### src/design/wfg_pkg.sv
// ----------------------------------------------------------------------------
// wfg_pkg
// Shared constants, wave select codes and divider request and response types for the
// multi-mode waveform generator.
// ----------------------------------------------------------------------------
package wfg_pkg;

  localparam int DIVIDEND_W = 32;
  localparam int DIVISOR_W  = 16;

  localparam logic [11:0] DAC_MAX       = 12'd4095;
  localparam logic [13:0] DAC_CTRL      = 14'h3000;
  localparam logic [12:0] TRI_SPAN      = 13'd8190;
  localparam logic [15:0] SQUARE_FREQ   = 16'd100;
  localparam logic [15:0] RAMP_FREQ     = 16'd50;
  localparam logic [9:0]  HZ_SCALE      = 10'd900;
  localparam logic [9:0]  HZ_OFFSET     = 10'd100;
  localparam logic [15:0] TICK_RATE_RST = 16'd1000;

  // Divisions by a constant use a rounded-up reciprocal and a shift. Each
  // reciprocal gives the exact floor over the full range of its operand.
  localparam int          RECIP_SHIFT  = 24;
  localparam logic [17:0] SQUARE_RECIP = 18'd167773;  // 2^24 / 100
  localparam logic [18:0] RAMP_RECIP   = 19'd335545;  // 2^24 / 50
  localparam logic [4:0]  HZ_STEP      = 5'd20;       // 900/4095 reduces to 20/91
  localparam logic [17:0] HZ_RECIP     = 18'd184366;  // 2^24 / 91

  localparam logic [3:0] WAVE_LEVEL    = 4'd1;
  localparam logic [3:0] WAVE_SQUARE   = 4'd2;
  localparam logic [3:0] WAVE_SAW      = 4'd3;
  localparam logic [3:0] WAVE_TRI      = 4'd4;
  localparam logic [3:0] WAVE_TRI_VAR  = 4'd5;
  localparam logic [3:0] WAVE_FULL     = 4'd9;

  typedef struct packed {
    logic                  start;
    logic [DIVIDEND_W-1:0] dividend;
    logic [DIVISOR_W-1:0]  divisor;
  } wfg_div_req_t;

  typedef struct packed {
    logic                  done;
    logic [DIVIDEND_W-1:0] quot;
    logic [DIVISOR_W-1:0]  rem;
  } wfg_div_rsp_t;

endpackage

### src/design/multi_mode_waveform_generator.sv
// ----------------------------------------------------------------------------
// multi_mode_waveform_generator
// Function generator: level, full-scale, square, sawtooth and fixed or tuned triangle outputs per tick.
// ----------------------------------------------------------------------------
// Per item: level, full scale, zero output and a zero fixed-rate period go
// straight to DONE; square divides once (MOD); sawtooth and triangle twice (MOD,
// SCALE); the scroll-tuned triangle up to three times (PER, MOD, SCALE), ending
// after PER on a zero tuned period. All share one 32-step divider. One item is in
// work at a time; in_tready is low until the result is loaded. Reset clears the
// wave select, loads a tick rate of 1000 and empties the output register.
module multi_mode_waveform_generator
  import wfg_pkg::*;
(
  input  logic        clk,
  input  logic        rst_n,
  input  logic        cfg_we,
  input  logic [15:0] cfg_wdata,      // tick_rate
  input  logic        in_tvalid,
  output logic        in_tready,
  input  logic [47:0] in_tdata,       // time_count[31:0], scroll_level[43:32], zero pad
  input  logic [4:0]  in_tuser,       // key_pressed[0], key_value[4:1]
  output logic        out_tvalid,
  input  logic        out_tready,
  output logic [31:0] out_tdata       // dac_level[11:0], dac_word[25:12], zero pad
);

  localparam logic [2:0] ST_IDLE  = 3'd0;
  localparam logic [2:0] ST_PER   = 3'd1;
  localparam logic [2:0] ST_MOD   = 3'd2;
  localparam logic [2:0] ST_SCALE = 3'd3;
  localparam logic [2:0] ST_DONE  = 3'd4;

  logic [2:0]  state_r, state_nxt;
  logic [3:0]  wave_r, wave_nxt;
  logic [15:0] tick_rate_r;
  logic [31:0] time_r;
  logic [11:0] level_r;
  logic [15:0] period_r, period_nxt;
  logic [15:0] prog_r, prog_nxt;
  logic [11:0] res_r, res_nxt;
  logic        out_valid_r, out_valid_nxt;
  logic [11:0] out_value_r;
  logic        out_load;

  wfg_div_req_t div_req;
  wfg_div_rsp_t div_rsp;

  logic        in_fire;
  logic [3:0]  in_wave;
  logic [11:0] in_level;
  logic [33:0] sq_prod;
  logic [34:0] ramp_prod;
  logic [15:0] sq_period;
  logic [15:0] ramp_period;
  logic [16:0] lvl_x20;
  logic [33:0] hz_prod;
  logic [9:0]  hz;
  logic [12:0] scale_k;
  logic [12:0] ramp_d;
  logic [12:0] tri_v;

  assign in_fire  = in_tvalid && in_tready;
  assign in_level = in_tdata[43:32];
  assign in_wave  = in_tuser[0] ? in_tuser[4:1] : wave_r;

  // Fixed-rate periods: tick_rate / 100 and tick_rate / 50.
  assign sq_prod     = 34'(tick_rate_r) * 34'(SQUARE_RECIP);
  assign ramp_prod   = 35'(tick_rate_r) * 35'(RAMP_RECIP);
  assign sq_period   = {6'd0, sq_prod[RECIP_SHIFT +: 10]};
  assign ramp_period = {5'd0, ramp_prod[RECIP_SHIFT +: 11]};

  // Tuned frequency: level * 900 / 4095 + 100, taken as level * 20 / 91 + 100.
  assign lvl_x20  = 17'(in_level) * 17'(HZ_STEP);
  assign hz_prod  = 34'(lvl_x20) * 34'(HZ_RECIP);
  assign hz       = hz_prod[RECIP_SHIFT +: 10] + HZ_OFFSET;

  assign scale_k  = (wave_r == WAVE_SAW) ? {1'b0, DAC_MAX} : TRI_SPAN;
  assign ramp_d   = div_rsp.quot[12:0];
  assign tri_v    = (prog_r < (period_r >> 1)) ? ramp_d : TRI_SPAN - ramp_d;

  wfg_div u_div (
    .clk   (clk),
    .rst_n (rst_n),
    .req   (div_req),
    .rsp   (div_rsp)
  );

  always_comb begin
    state_nxt  = state_r;
    wave_nxt   = wave_r;
    period_nxt = period_r;
    prog_nxt   = prog_r;
    res_nxt    = res_r;
    out_load   = 1'b0;
    div_req    = '0;

    case (state_r)
      ST_IDLE: begin
        if (in_fire) begin
          wave_nxt = in_wave;
          case (in_wave)
            WAVE_LEVEL: begin
              res_nxt   = in_level;
              state_nxt = ST_DONE;
            end
            WAVE_FULL: begin
              res_nxt   = DAC_MAX;
              state_nxt = ST_DONE;
            end
            WAVE_SQUARE, WAVE_SAW, WAVE_TRI: begin
              period_nxt = (in_wave == WAVE_SQUARE) ? sq_period : ramp_period;
              if (period_nxt == 16'd0) begin
                res_nxt   = '0;
                state_nxt = ST_DONE;
              end else begin
                div_req.start    = 1'b1;
                div_req.dividend = in_tdata[31:0];
                div_req.divisor  = period_nxt;
                state_nxt        = ST_MOD;
              end
            end
            WAVE_TRI_VAR: begin
              div_req.start    = 1'b1;
              div_req.dividend = {16'd0, tick_rate_r};
              div_req.divisor  = {6'd0, hz};
              state_nxt        = ST_PER;
            end
            default: begin
              res_nxt   = '0;
              state_nxt = ST_DONE;
            end
          endcase
        end
      end
      ST_PER: begin
        if (div_rsp.done) begin
          period_nxt = div_rsp.quot[15:0];
          if (div_rsp.quot[15:0] == 16'd0) begin
            res_nxt   = '0;
            state_nxt = ST_DONE;
          end else begin
            div_req.start    = 1'b1;
            div_req.dividend = time_r;
            div_req.divisor  = div_rsp.quot[15:0];
            state_nxt        = ST_MOD;
          end
        end
      end
      ST_MOD: begin
        if (div_rsp.done) begin
          prog_nxt = div_rsp.rem;
          if (wave_r == WAVE_SQUARE) begin
            res_nxt   = (div_rsp.rem > (period_r >> 1)) ? level_r : 12'd0;
            state_nxt = ST_DONE;
          end else begin
            div_req.start    = 1'b1;
            div_req.dividend = {3'd0, 29'(div_rsp.rem) * 29'(scale_k)};
            div_req.divisor  = period_r;
            state_nxt        = ST_SCALE;
          end
        end
      end
      ST_SCALE: begin
        if (div_rsp.done) begin
          if (wave_r == WAVE_SAW) begin
            res_nxt = ramp_d[11:0];
          end else begin
            // An odd period can push the falling edge past full scale.
            res_nxt = (tri_v > {1'b0, DAC_MAX}) ? DAC_MAX : tri_v[11:0];
          end
          state_nxt = ST_DONE;
        end
      end
      ST_DONE: begin
        if (!out_valid_r || out_tready) begin
          out_load  = 1'b1;
          state_nxt = ST_IDLE;
        end
      end
      default: begin
        state_nxt = ST_IDLE;
      end
    endcase
  end

  always_comb begin
    out_valid_nxt = out_valid_r;
    if (out_load) begin
      out_valid_nxt = 1'b1;
    end else if (out_tready) begin
      out_valid_nxt = 1'b0;
    end
  end

  always_ff @(posedge clk) begin
    if (!rst_n) begin
      state_r     <= ST_IDLE;
      wave_r      <= '0;
      tick_rate_r <= TICK_RATE_RST;
      out_valid_r <= 1'b0;
    end else begin
      state_r     <= state_nxt;
      wave_r      <= wave_nxt;
      out_valid_r <= out_valid_nxt;
      if (cfg_we) begin
        tick_rate_r <= cfg_wdata;
      end
    end
  end

  always_ff @(posedge clk) begin
    if (in_fire) begin
      time_r  <= in_tdata[31:0];
      level_r <= in_level;
    end
    period_r <= period_nxt;
    prog_r   <= prog_nxt;
    res_r    <= res_nxt;
    if (out_load) begin
      out_value_r <= res_r;
    end
  end

  assign in_tready  = (state_r == ST_IDLE);
  assign out_tvalid = out_valid_r;
  assign out_tdata  = {6'd0, DAC_CTRL | {2'b00, out_value_r}, out_value_r};

endmodule

### src/design/wfg_div.sv
// ----------------------------------------------------------------------------
// wfg_div
// Restoring radix-2 divider, one quotient bit per cycle. A request is taken
// when start is high; done pulses once the quotient and remainder are ready.
// ----------------------------------------------------------------------------
module wfg_div
  import wfg_pkg::*;
(
  input  logic         clk,
  input  logic         rst_n,
  input  wfg_div_req_t req,
  output wfg_div_rsp_t rsp
);

  localparam int CNT_W = $clog2(DIVIDEND_W);

  logic                  busy_r;
  logic                  done_r;
  logic [CNT_W-1:0]      cnt_r;
  logic [DIVIDEND_W-1:0] dvd_r;
  logic [DIVISOR_W-1:0]  dsr_r;
  logic [DIVISOR_W-1:0]  rem_r;
  logic [DIVISOR_W+1:0]  trial;

  // Shift the next dividend bit into the partial remainder and try a subtract.
  assign trial = {1'b0, rem_r, dvd_r[DIVIDEND_W-1]} - {2'b00, dsr_r};

  always_ff @(posedge clk) begin
    if (!rst_n) begin
      busy_r <= 1'b0;
      done_r <= 1'b0;
      cnt_r  <= '0;
    end else begin
      done_r <= 1'b0;
      if (req.start) begin
        busy_r <= 1'b1;
        cnt_r  <= '0;
      end else if (busy_r) begin
        cnt_r <= cnt_r + 1'b1;
        if (cnt_r == CNT_W'(DIVIDEND_W - 1)) begin
          busy_r <= 1'b0;
          done_r <= 1'b1;
        end
      end
    end
  end

  always_ff @(posedge clk) begin
    if (req.start) begin
      dvd_r <= req.dividend;
      dsr_r <= req.divisor;
      rem_r <= '0;
    end else if (busy_r) begin
      if (!trial[DIVISOR_W+1]) begin
        rem_r <= trial[DIVISOR_W-1:0];
        dvd_r <= {dvd_r[DIVIDEND_W-2:0], 1'b1};
      end else begin
        rem_r <= {rem_r[DIVISOR_W-2:0], dvd_r[DIVIDEND_W-1]};
        dvd_r <= {dvd_r[DIVIDEND_W-2:0], 1'b0};
      end
    end
  end

  assign rsp.done = done_r;
  assign rsp.quot = dvd_r;
  assign rsp.rem  = rem_r;

endmodule

### config.mk
export PLATFORM = sky130hd
export DESIGN_NAME = multi_mode_waveform_generator
export DESIGN_NICKNAME = d
export VERILOG_FILES = /design/src/design/wfg_pkg.sv /design/src/design/multi_mode_waveform_generator.sv /design/src/design/wfg_div.sv
export SDC_FILE = /design/constraint.sdc
export NUM_CORES = 1
export LEC_CHECK = 0
export BUFFER_PORTS_ARGS = -buffer_cell sky130_fd_sc_hd__buf_2
export CELL_PAD_IN_SITES_DETAIL_PLACEMENT = 1
export CELL_PAD_IN_SITES_GLOBAL_PLACEMENT = 1
export CORE_MARGIN = 10
export CORE_UTILIZATION = 46
export DETAILED_ROUTE_END_ITERATION = 6
export PLACE_DENSITY = 0.82
export SYNTH_ARGS = -nofsm -noshare
export SYNTH_HDL_FRONTEND = slang
export SYNTH_SLANG_ARGS = --single-unit
### constraint.sdc
create_clock -name clk -period 11.65 [get_ports clk]
set_input_delay 3.495 -clock clk [delete_from_list [all_inputs] [get_ports clk]]
set_output_delay 3.495 -clock clk [all_outputs]
set_load 0.005 [all_outputs]
==> impl_metrics.sql, run 1 <==
INSERT INTO impl_metrics (metric_group, metric, value, unit) VALUES
('run_status', 'status', 'finished, final reports clean', ''),
('critical_path', 'cell_seen_most_often_among_critical_path_stages', 'sky130_fd_sc_hd__fa_1', ''),
('critical_path', 'critPathKind', 'primary input to flip-flop', ''),
('clock_network', 'worstSkewPairLatency', '480', 'ps'),
('critical_path', 'cpMaxStageDelayCell', 'sky130_fd_sc_hd__fa_1', ''),
('yosys', 'yosys.area.top_type_share', '23.9', '%'),
('cells_and_area', 'share_of_final_layout_standard_cells_stronger_than_drive_strength_1', '9.77', '%'),
('yosys', 'netlist.top_cell.by_area', 'sky130_fd_sc_hd__fa_1', ''),
('clock_network', 'clkSlewWorstSetupHoldPaths', '90', 'ps'),
('clock_network', 'clock_tree_from_tritoncts', 'yes', ''),
('critical_path', 'timing.critical_path.buf_inv', '7', ''),
('timing', 'number_of_hold_violations_in_the_final_report', '0', ''),
('placement', 'post-place-ws', '-846', 'ps'),
('flow_run', 'maxCapViolCount', '0', ''),
('critical_path', 'worst_ep_arrival_time', '11600', 'ps'),
('yosys', 'synth-seq-cells', '195', ''),
('timing', 'fin_worst_skew', '14.1', 'ps'),
('clock_network', 'holdBufCountCts', '0', ''),
('die', 'rows', '89', ''),
('critical_path', 'worst_setup_path_start_kind', 'primary input', ''),
('timing', 'totalNegativeSetupSlack', '0', 'ps'),
('die', 'floorplan.initialDensity', '46.7', '%'),
('die', 'die_w', '265', 'um'),
('clock_network', 'clock_tree.buffer_depth', '2', ''),
('clock_network', 'cts_root_buffer', 'sky130_fd_sc_hd__clkbuf_16', ''),
('yosys', 'yosysUniqueCellTypes', '98', ''),
('yosys', 'synth_cells', '2793', ''),
('timing', 'worst_slew_margin_rel', '16.6', '%'),
('cells_and_area', 'syn_to_final_growth', '8.27', '%'),
('timing', 'worst_slack', '281', 'ps'),
('grt', 'grt_first_pass_wirelength', '140000', 'um'),
('cells_and_area', 'nets_finish', '3760', ''),
('yosys', 'postSynth.topFlopCell', 'sky130_fd_sc_hd__edfxtp_1', ''),
('timing', 'finalSetupViolations', '0', ''),
('yosys', 'ys.warnings.count', '0', ''),
('clock_network', 'h_tree_depth', '4', ''),
('yosys', 'ys_seq_area_share', '19.5', '%'),
('drt', 'drt_pass1_iterations', '5', ''),
('critical_path', 'critical_path_peak_fanout', '5', ''),
('grt', 'antenna_violations_before_repair', '6', ''),
('drt', 'routedWlPerCell', '24.2', 'um'),
('yosys', 'synth-edff-count', '148', ''),
('drt', 'vias_per_cell', '5.98', ''),
('yosys', 'ys_async_sr_fraction', '0', '%'),
('placement', 'dp.cells', '3638', ''),
('drt', 'dr_total_vias', '22000', ''),
('die', 'core_area', '59200', 'sq um'),
('yosys', 'synthesis.area', '27700', 'sq um'),
('hold_path', 'min-delay-path-class', 'flip-flop to flip-flop', ''),
('placement', 'port_buffers', '95', ''),
('grt', 'globalRouteTotalUtil', '25.3', '%'),
('clock_network', 'sink_count', '195', ''),
('cells_and_area', 'layout.filler_cells', '6712', ''),
('yosys', 'synth_top_cells_by_area', 'sky130_fd_sc_hd__fa_1 24%, sky130_fd_sc_hd__ha_1 21%, sky130_fd_sc_hd__edfxtp_1 16%', ''),
('timing', 'worst-slew-pin-transition', '1250', 'ps'),
('die', 'die-area', '70400', 'sq um'),
('clock_network', 'cts_inserted_buffers', '17', ''),
('critical_path', 'critical_path.endpoint_type', 'flip-flop', ''),
('cells_and_area', 'fraction_of_the_core_area_covered_by_cells_at_the_end_of_the_flow', '50.6', '%'),
('cells_and_area', 'finalNonFillerCells', '3681', ''),
('grt', 'grt-ovfl-total', '0', ''),
('timing', 'final.period_utilization', '97.6', '%'),
('timing', 'period_minus_slack', '11370', 'ps'),
('grt', 'first_global_vias', '25100', ''),
('timing', 'maxClockFrequency', '88.0', 'MHz'),
('timing', 'maxSlewViolCount', '0', ''),
('drt', 'count_of_nets_left_with_antenna_violations_after_detail_routing', '0', ''),
('critical_path', 'worst_ep_required_time', '11880', 'ps'),
('placement', 'detailedPlacementHpwl', '73300', 'um'),
('grt', 'grt_start_max_net_pins', '52', ''),
('yosys', 'avgSynthCellArea', '9.91', 'sq um'),
('critical_path', 'slowest_delay', '580', 'ps'),
('critical_path', 'critical-path-top-delay-family', 'adder cells', ''),
('die', 'fp.dieH', '265', 'um'),
('placement', 'globalplace.congestion', '0.956', ''),
('drt', 'drt_iter0_drc', '1596', ''),
('die', 'num_io_pins', '108', ''),
('drt', 'finalWirelength', '89200', 'um'),
('drt', 'drc', '0', '');
[final cells by class]
cell class,instances,area [sq um],share of cell area [%]
diodes,1,2.50,0.00835
flip-flops and latches,195,5390,18.0
repair buffers,175,1080,3.59
clock buffers,17,425,1.42
clock inverters,15,188,0.626
inverters,502,1880,6.29
well taps,773,967,3.23
multi-input cells,2003,20000,66.9
[placed cells by master, fill, tap and decap left out, drive strengths merged, types with 47 or more instances in the layout]
master  count
nor2      132
a21oi     120
edfxtp    148
inv       509
o21ai     135
fa        331
nand2     163
ha        461
xnor2      52
dfxtp      47
buf       175
[cell families after synthesis]
family | Yosys count | synth area share [%]
AO/OA/AOI/OAI | 559 | 13.9
XOR/XNOR | 67 | 2.12
adder cells (fa/ha/maj) | 792 | 44.8
buffers and inverters | 601 | 8.70
flip-flops | 195 | 19.5
multiplexers | 30 | 1.10
other | 2 | 0.0271
AND/OR/NAND/NOR | 547 | 9.85
[synthesized netlist by cell type, drive strengths merged, types with 35 or more instances]
master  number
dfxtp       47
xnor2       52
o211ai      40
a21oi      120
nand2      163
edfxtp     148
fa         331
ha         461
buf         38
clkbuf      61
inv        500
and2        35
nor2       132
o21ai      135
[repair_timing]
action / CTS / global route
endpoints found under the setup margin: 6 / 7
pin swaps: 3 / 27
buffers inserted: 1 / 9
resized for setup: 6 / 28
[final timing paths]
path              slack [ps]  cells past startpoint                         from                         to
setup / recovery         280                     36                 in_tdata[35]   u_div.dsr_r[9]$_DFFE_PP_
hold / removal           420                      0           res_r[5]$_DFFE_PP_   out_value_r[5]$_DFFE_PP_
setup reg to reg        2360                     22  tick_rate_r[9]$_SDFFE_PN1P_  u_div.dvd_r[10]$_DFFE_PP_
hold reg to reg          420                      0           res_r[5]$_DFFE_PP_   out_value_r[5]$_DFFE_PP_
[layer usage]
| metal | share of wire [%] | global-route usage [%] | up-vias |
|---|---|---|---|
| met1 | 40 | 30.0 | 11200 |
| met5 | 0.053 | 0 | - |
| met3 | 5.6 | 3.40 | 231 |
| li1 | - | - | 9798 |
| met4 | 4.5 | 11.3 | 10 |
| met2 | 50 | 45.0 | 757 |
[flip-flops by register name, indices dropped and copies added (netlist names)]
signal        count
level_r          12
out_tvalid        1
out_value_r      12
period_r         16
prog_r           16
res_r            12
state_r           3
tick_rate_r      16
time_r           32
u_div.busy_r      1
u_div.cnt_r       5
u_div.done_r      1
u_div.dsr_r      16
u_div.dvd_r      32
u_div.rem_r      16
wave_r            4
[stage by stage]
| stage | hold WS [ps] | area (sq um) |
|---|---|---|
| after floorplan | 400 | 27700 |
| after global placement | 404 | 29100 |
| after detailed placement | 407 | 29100 |
| after CTS | 426 | 29800 |
| after global routing | 441 | 30000 |
| final | 424 | 30000 |
Power of run 1 is left out: the tool's default activity adds up to more than one toggle a clock period on the data nets, which glitch-free logic cannot reach.
==> inputs of run 2 (changes only) <==
Settings changed: CORE_UTILIZATION 46 to 50, CTS_BUF_LIST set to sky130_fd_sc_hd__clkbuf_16, PLACE_DENSITY 0.82 to 0.84.
Clock period 11.65 ns to 12.4 ns, I/O delays scaled along.
==> impl_metrics.sql, run 2 (synthesis results as in run 1) <==
INSERT INTO impl_metrics (metric_group, metric, value, unit) VALUES
('die', 'fp.dieH', '255', 'um'),
('timing', 'final.hold.worst_slack', '429', 'ps'),
('drt', 'count_of_nets_left_with_antenna_violations_after_detail_routing', '0', ''),
('cells_and_area', 'final_common_cell', 'sky130_fd_sc_hd__inv_1', ''),
('timing', 'number_of_hold_violations_in_the_final_report', '0', ''),
('drt', 'dr_total_vias', '21700', ''),
('grt', 'grt_first_pass_wirelength', '135000', 'um'),
('cells_and_area', 'nets_finish', '3716', ''),
('cells_and_area', 'n_antenna_cell', '0', ''),
('cells_and_area', 'top_regs', 'time_r (32), u_div.dvd_r (32)', ''),
('critical_path', 'critical_path.endpoint_type', 'flip-flop', ''),
('critical_path', 'worst_ep_arrival_time', '12140', 'ps'),
('timing', 'worst-slew-pin-transition', '1290', 'ps'),
('drt', 'drt_pass1_iterations', '5', ''),
('hold_path', 'worstHoldPathCells', '0', ''),
('clock_network', 'holdBufCountCts', '0', ''),
('die', 'die_w', '255', 'um'),
('cells_and_area', 'most-common-layout-cells', '499 x sky130_fd_sc_hd__inv_1, 460 x sky130_fd_sc_hd__ha_1, 331 x sky130_fd_sc_hd__fa_1, 163 x sky130_fd_sc_hd__nand2_1, 148 x sky130_fd_sc_hd__edfxtp_1', ''),
('timing', 'final.period_utilization', '96.2', '%'),
('critical_path', 'critical_path_peak_fanout', '4', ''),
('critical_path', 'cell_seen_most_often_among_critical_path_stages', 'sky130_fd_sc_hd__fa_1', ''),
('cells_and_area', 'syn_to_final_growth', '6.59', '%'),
('timing', 'worst_slack', '477', 'ps'),
('grt', 'first_global_vias', '24500', ''),
('run_status', 'status', 'finished, final reports clean', ''),
('critical_path', 'worst_ep_required_time', '12620', 'ps'),
('drt', 'drc', '0', ''),
('grt', 'grt_start_max_net_pins', '52', ''),
('hold_path', 'worst_hold_end', 'out_value_r[2]$_DFFE_PP_', ''),
('critical_path', 'r2r_end', 'u_div.dvd_r[25]$_DFFE_PP_', ''),
('flow_run', 'maxCapViolCount', '0', ''),
('timing', 'worst_slew_margin_rel', '13.5', '%'),
('clock_network', 'h_tree_depth', '4', ''),
('drt', 'routedWlPerCell', '23.6', 'um'),
('timing', 'period_minus_slack', '11920', 'ps'),
('critical_path', 'cpMaxStageDelayCell', 'sky130_fd_sc_hd__fa_1', ''),
('die', 'num_io_pins', '108', ''),
('timing', 'maxClockFrequency', '83.9', 'MHz'),
('placement', 'detailedPlacementHpwl', '70100', 'um'),
('timing', 'maxSlewViolCount', '0', ''),
('critical_path', 'reg2regPathDepth', '23', ''),
('drt', 'vias_per_cell', '6.01', ''),
('die', 'core_area', '55000', 'sq um'),
('drt', 'drt_iter0_drc', '1529', ''),
('critical_path', 'setup.reg_to_reg.worst_slack', '3430', 'ps'),
('die', 'rows', '86', ''),
('placement', 'globalplace.congestion', '0.947', ''),
('clock_network', 'sink_count', '195', ''),
('clock_network', 'clock_tree.buffer_depth', '2', ''),
('critical_path', 'timing.critical_path.buf_inv', '6', ''),
('grt', 'antenna_violations_before_repair', '2', ''),
('timing', 'rsz0062_at_grt', 'false', ''),
('drt', 'finalWirelength', '85400', 'um'),
('clock_network', 'clkSlewWorstSetupHoldPaths', '90', 'ps'),
('grt', 'grt-ovfl-total', '0', ''),
('cells_and_area', 'fin_area', '29500', 'sq um'),
('timing', 'finalSetupViolations', '0', ''),
('timing', 'fin_worst_skew', '14.6', 'ps'),
('clock_network', 'cts_inserted_buffers', '17', ''),
('critical_path', 'critPathKind', 'primary input to flip-flop', ''),
('clock_network', 'clock_tree_from_tritoncts', 'yes', ''),
('clock_network', 'cts_root_buffer', 'sky130_fd_sc_hd__clkbuf_16', ''),
('timing', 'totalNegativeSetupSlack', '0', 'ps'),
('critical_path', 'critical-path-top-delay-family', 'adder cells', ''),
('hold_path', 'worst_hold_startpoint', 'res_r[2]$_DFFE_PP_', ''),
('hold_path', 'min-delay-path-class', 'flip-flop to flip-flop', ''),
('critical_path', 'slowest_delay', '610', 'ps'),
('placement', 'post-place-ws', '-213', 'ps'),
('die', 'floorplan.initialDensity', '50.3', '%'),
('placement', 'placement.cell_area', '28800', 'sq um'),
('die', 'die-area', '65200', 'sq um'),
('critical_path', 'worst_setup_path_start_kind', 'primary input', ''),
('clock_network', 'worstSkewPairLatency', '480', 'ps'),
('grt', 'globalRouteTotalUtil', '26.8', '%'),
('placement', 'port_buffers', '95', ''),
('critical_path', 'worst_r2r_startpoint', 'tick_rate_r[7]$_SDFFE_PN1P_', ''),
('cells_and_area', 'share_of_final_layout_standard_cells_stronger_than_drive_strength_1', '7.65', '%');
[run 2: cell types whose count changed in the layout (fill, tap and decap cells not counted), moves of 4 or more]
cell | before | now
sky130_fd_sc_hd__a21oi_1 | 114 | 118
sky130_fd_sc_hd__ha_4 | 5 | 1
sky130_fd_sc_hd__a21oi_2 | 6 | 2
sky130_fd_sc_hd__ha_1 | 455 | 460
sky130_fd_sc_hd__buf_4 | 80 | 36
[run 2: timing repair]
action,4_1_cts,5_1_grt
gates resized for setup,0,7
buffers inserted,0,2
endpoints found under the setup margin,0,6
[run 2: worst max path at each step]
stage / cells past startpoint / startpoint / end / slack (ps)
after floorplan: 34 / in_tdata[33] / u_div.dsr_r[9]$_DFFE_PP_ / 620
after global placement: 35 / in_tdata[35] / u_div.dsr_r[9]$_DFFE_PP_ / 0.4
after detailed placement: 36 / in_tdata[35] / u_div.dsr_r[9]$_DFFE_PP_ / -210
after CTS: 35 / in_tdata[35] / u_div.dsr_r[9]$_DFFE_PP_ / 230
after global routing: 37 / in_tdata[35] / u_div.dsr_r[9]$_DFFE_PP_ / 8
final: 35 / in_tdata[35] / u_div.dsr_r[9]$_DFFE_PP_ / 480
[run 2: final cells by class]
cell class                      instances  area [sq um]
Clock buffer                           17           425
Clock inverter                         15           195
Fill cell                            6149         25500
Inverter                              502          1880
Multi-Input combinational cell       2003         19900
Sequential cell                       195          5390
Tap cell                              748           936
Timing Repair Buffer                  131           746
[run 2: per-stage QoR]
step           std cells  util, %
2_1_floorplan       2799        -
3_3_place_gp        3577     52.5
3_5_place_dp        3577     52.5
4_1_cts             3609     53.6
5_1_grt             3611     53.6
6_report            3611     53.6
[run 2: worst register-to-register path: cells and delay by family, from the launching register on]
kind                     cells  cell delay, ps
flip-flops                   1             830
buffers and inverters        6            1050
AND/OR/NAND/NOR              6            2320
adder cells (fa/ha/maj)      7            3480
AO/OA/AOI/OAI                4            1070
[run 2: routing by layer]
| layer | routed length (um) | track usage [%] | vias up |
|---|---|---|---|
| met4 | 3120 | 10.1 | 4 |
| met1 | 34600 | 32.7 | 11100 |
| met5 | 21 | 0 | - |
| met2 | 43400 | 47.5 | 654 |
| li1 | - | - | 9704 |
| met3 | 4190 | 3.18 | 186 |
Power of run 2 is left out for the same reason.
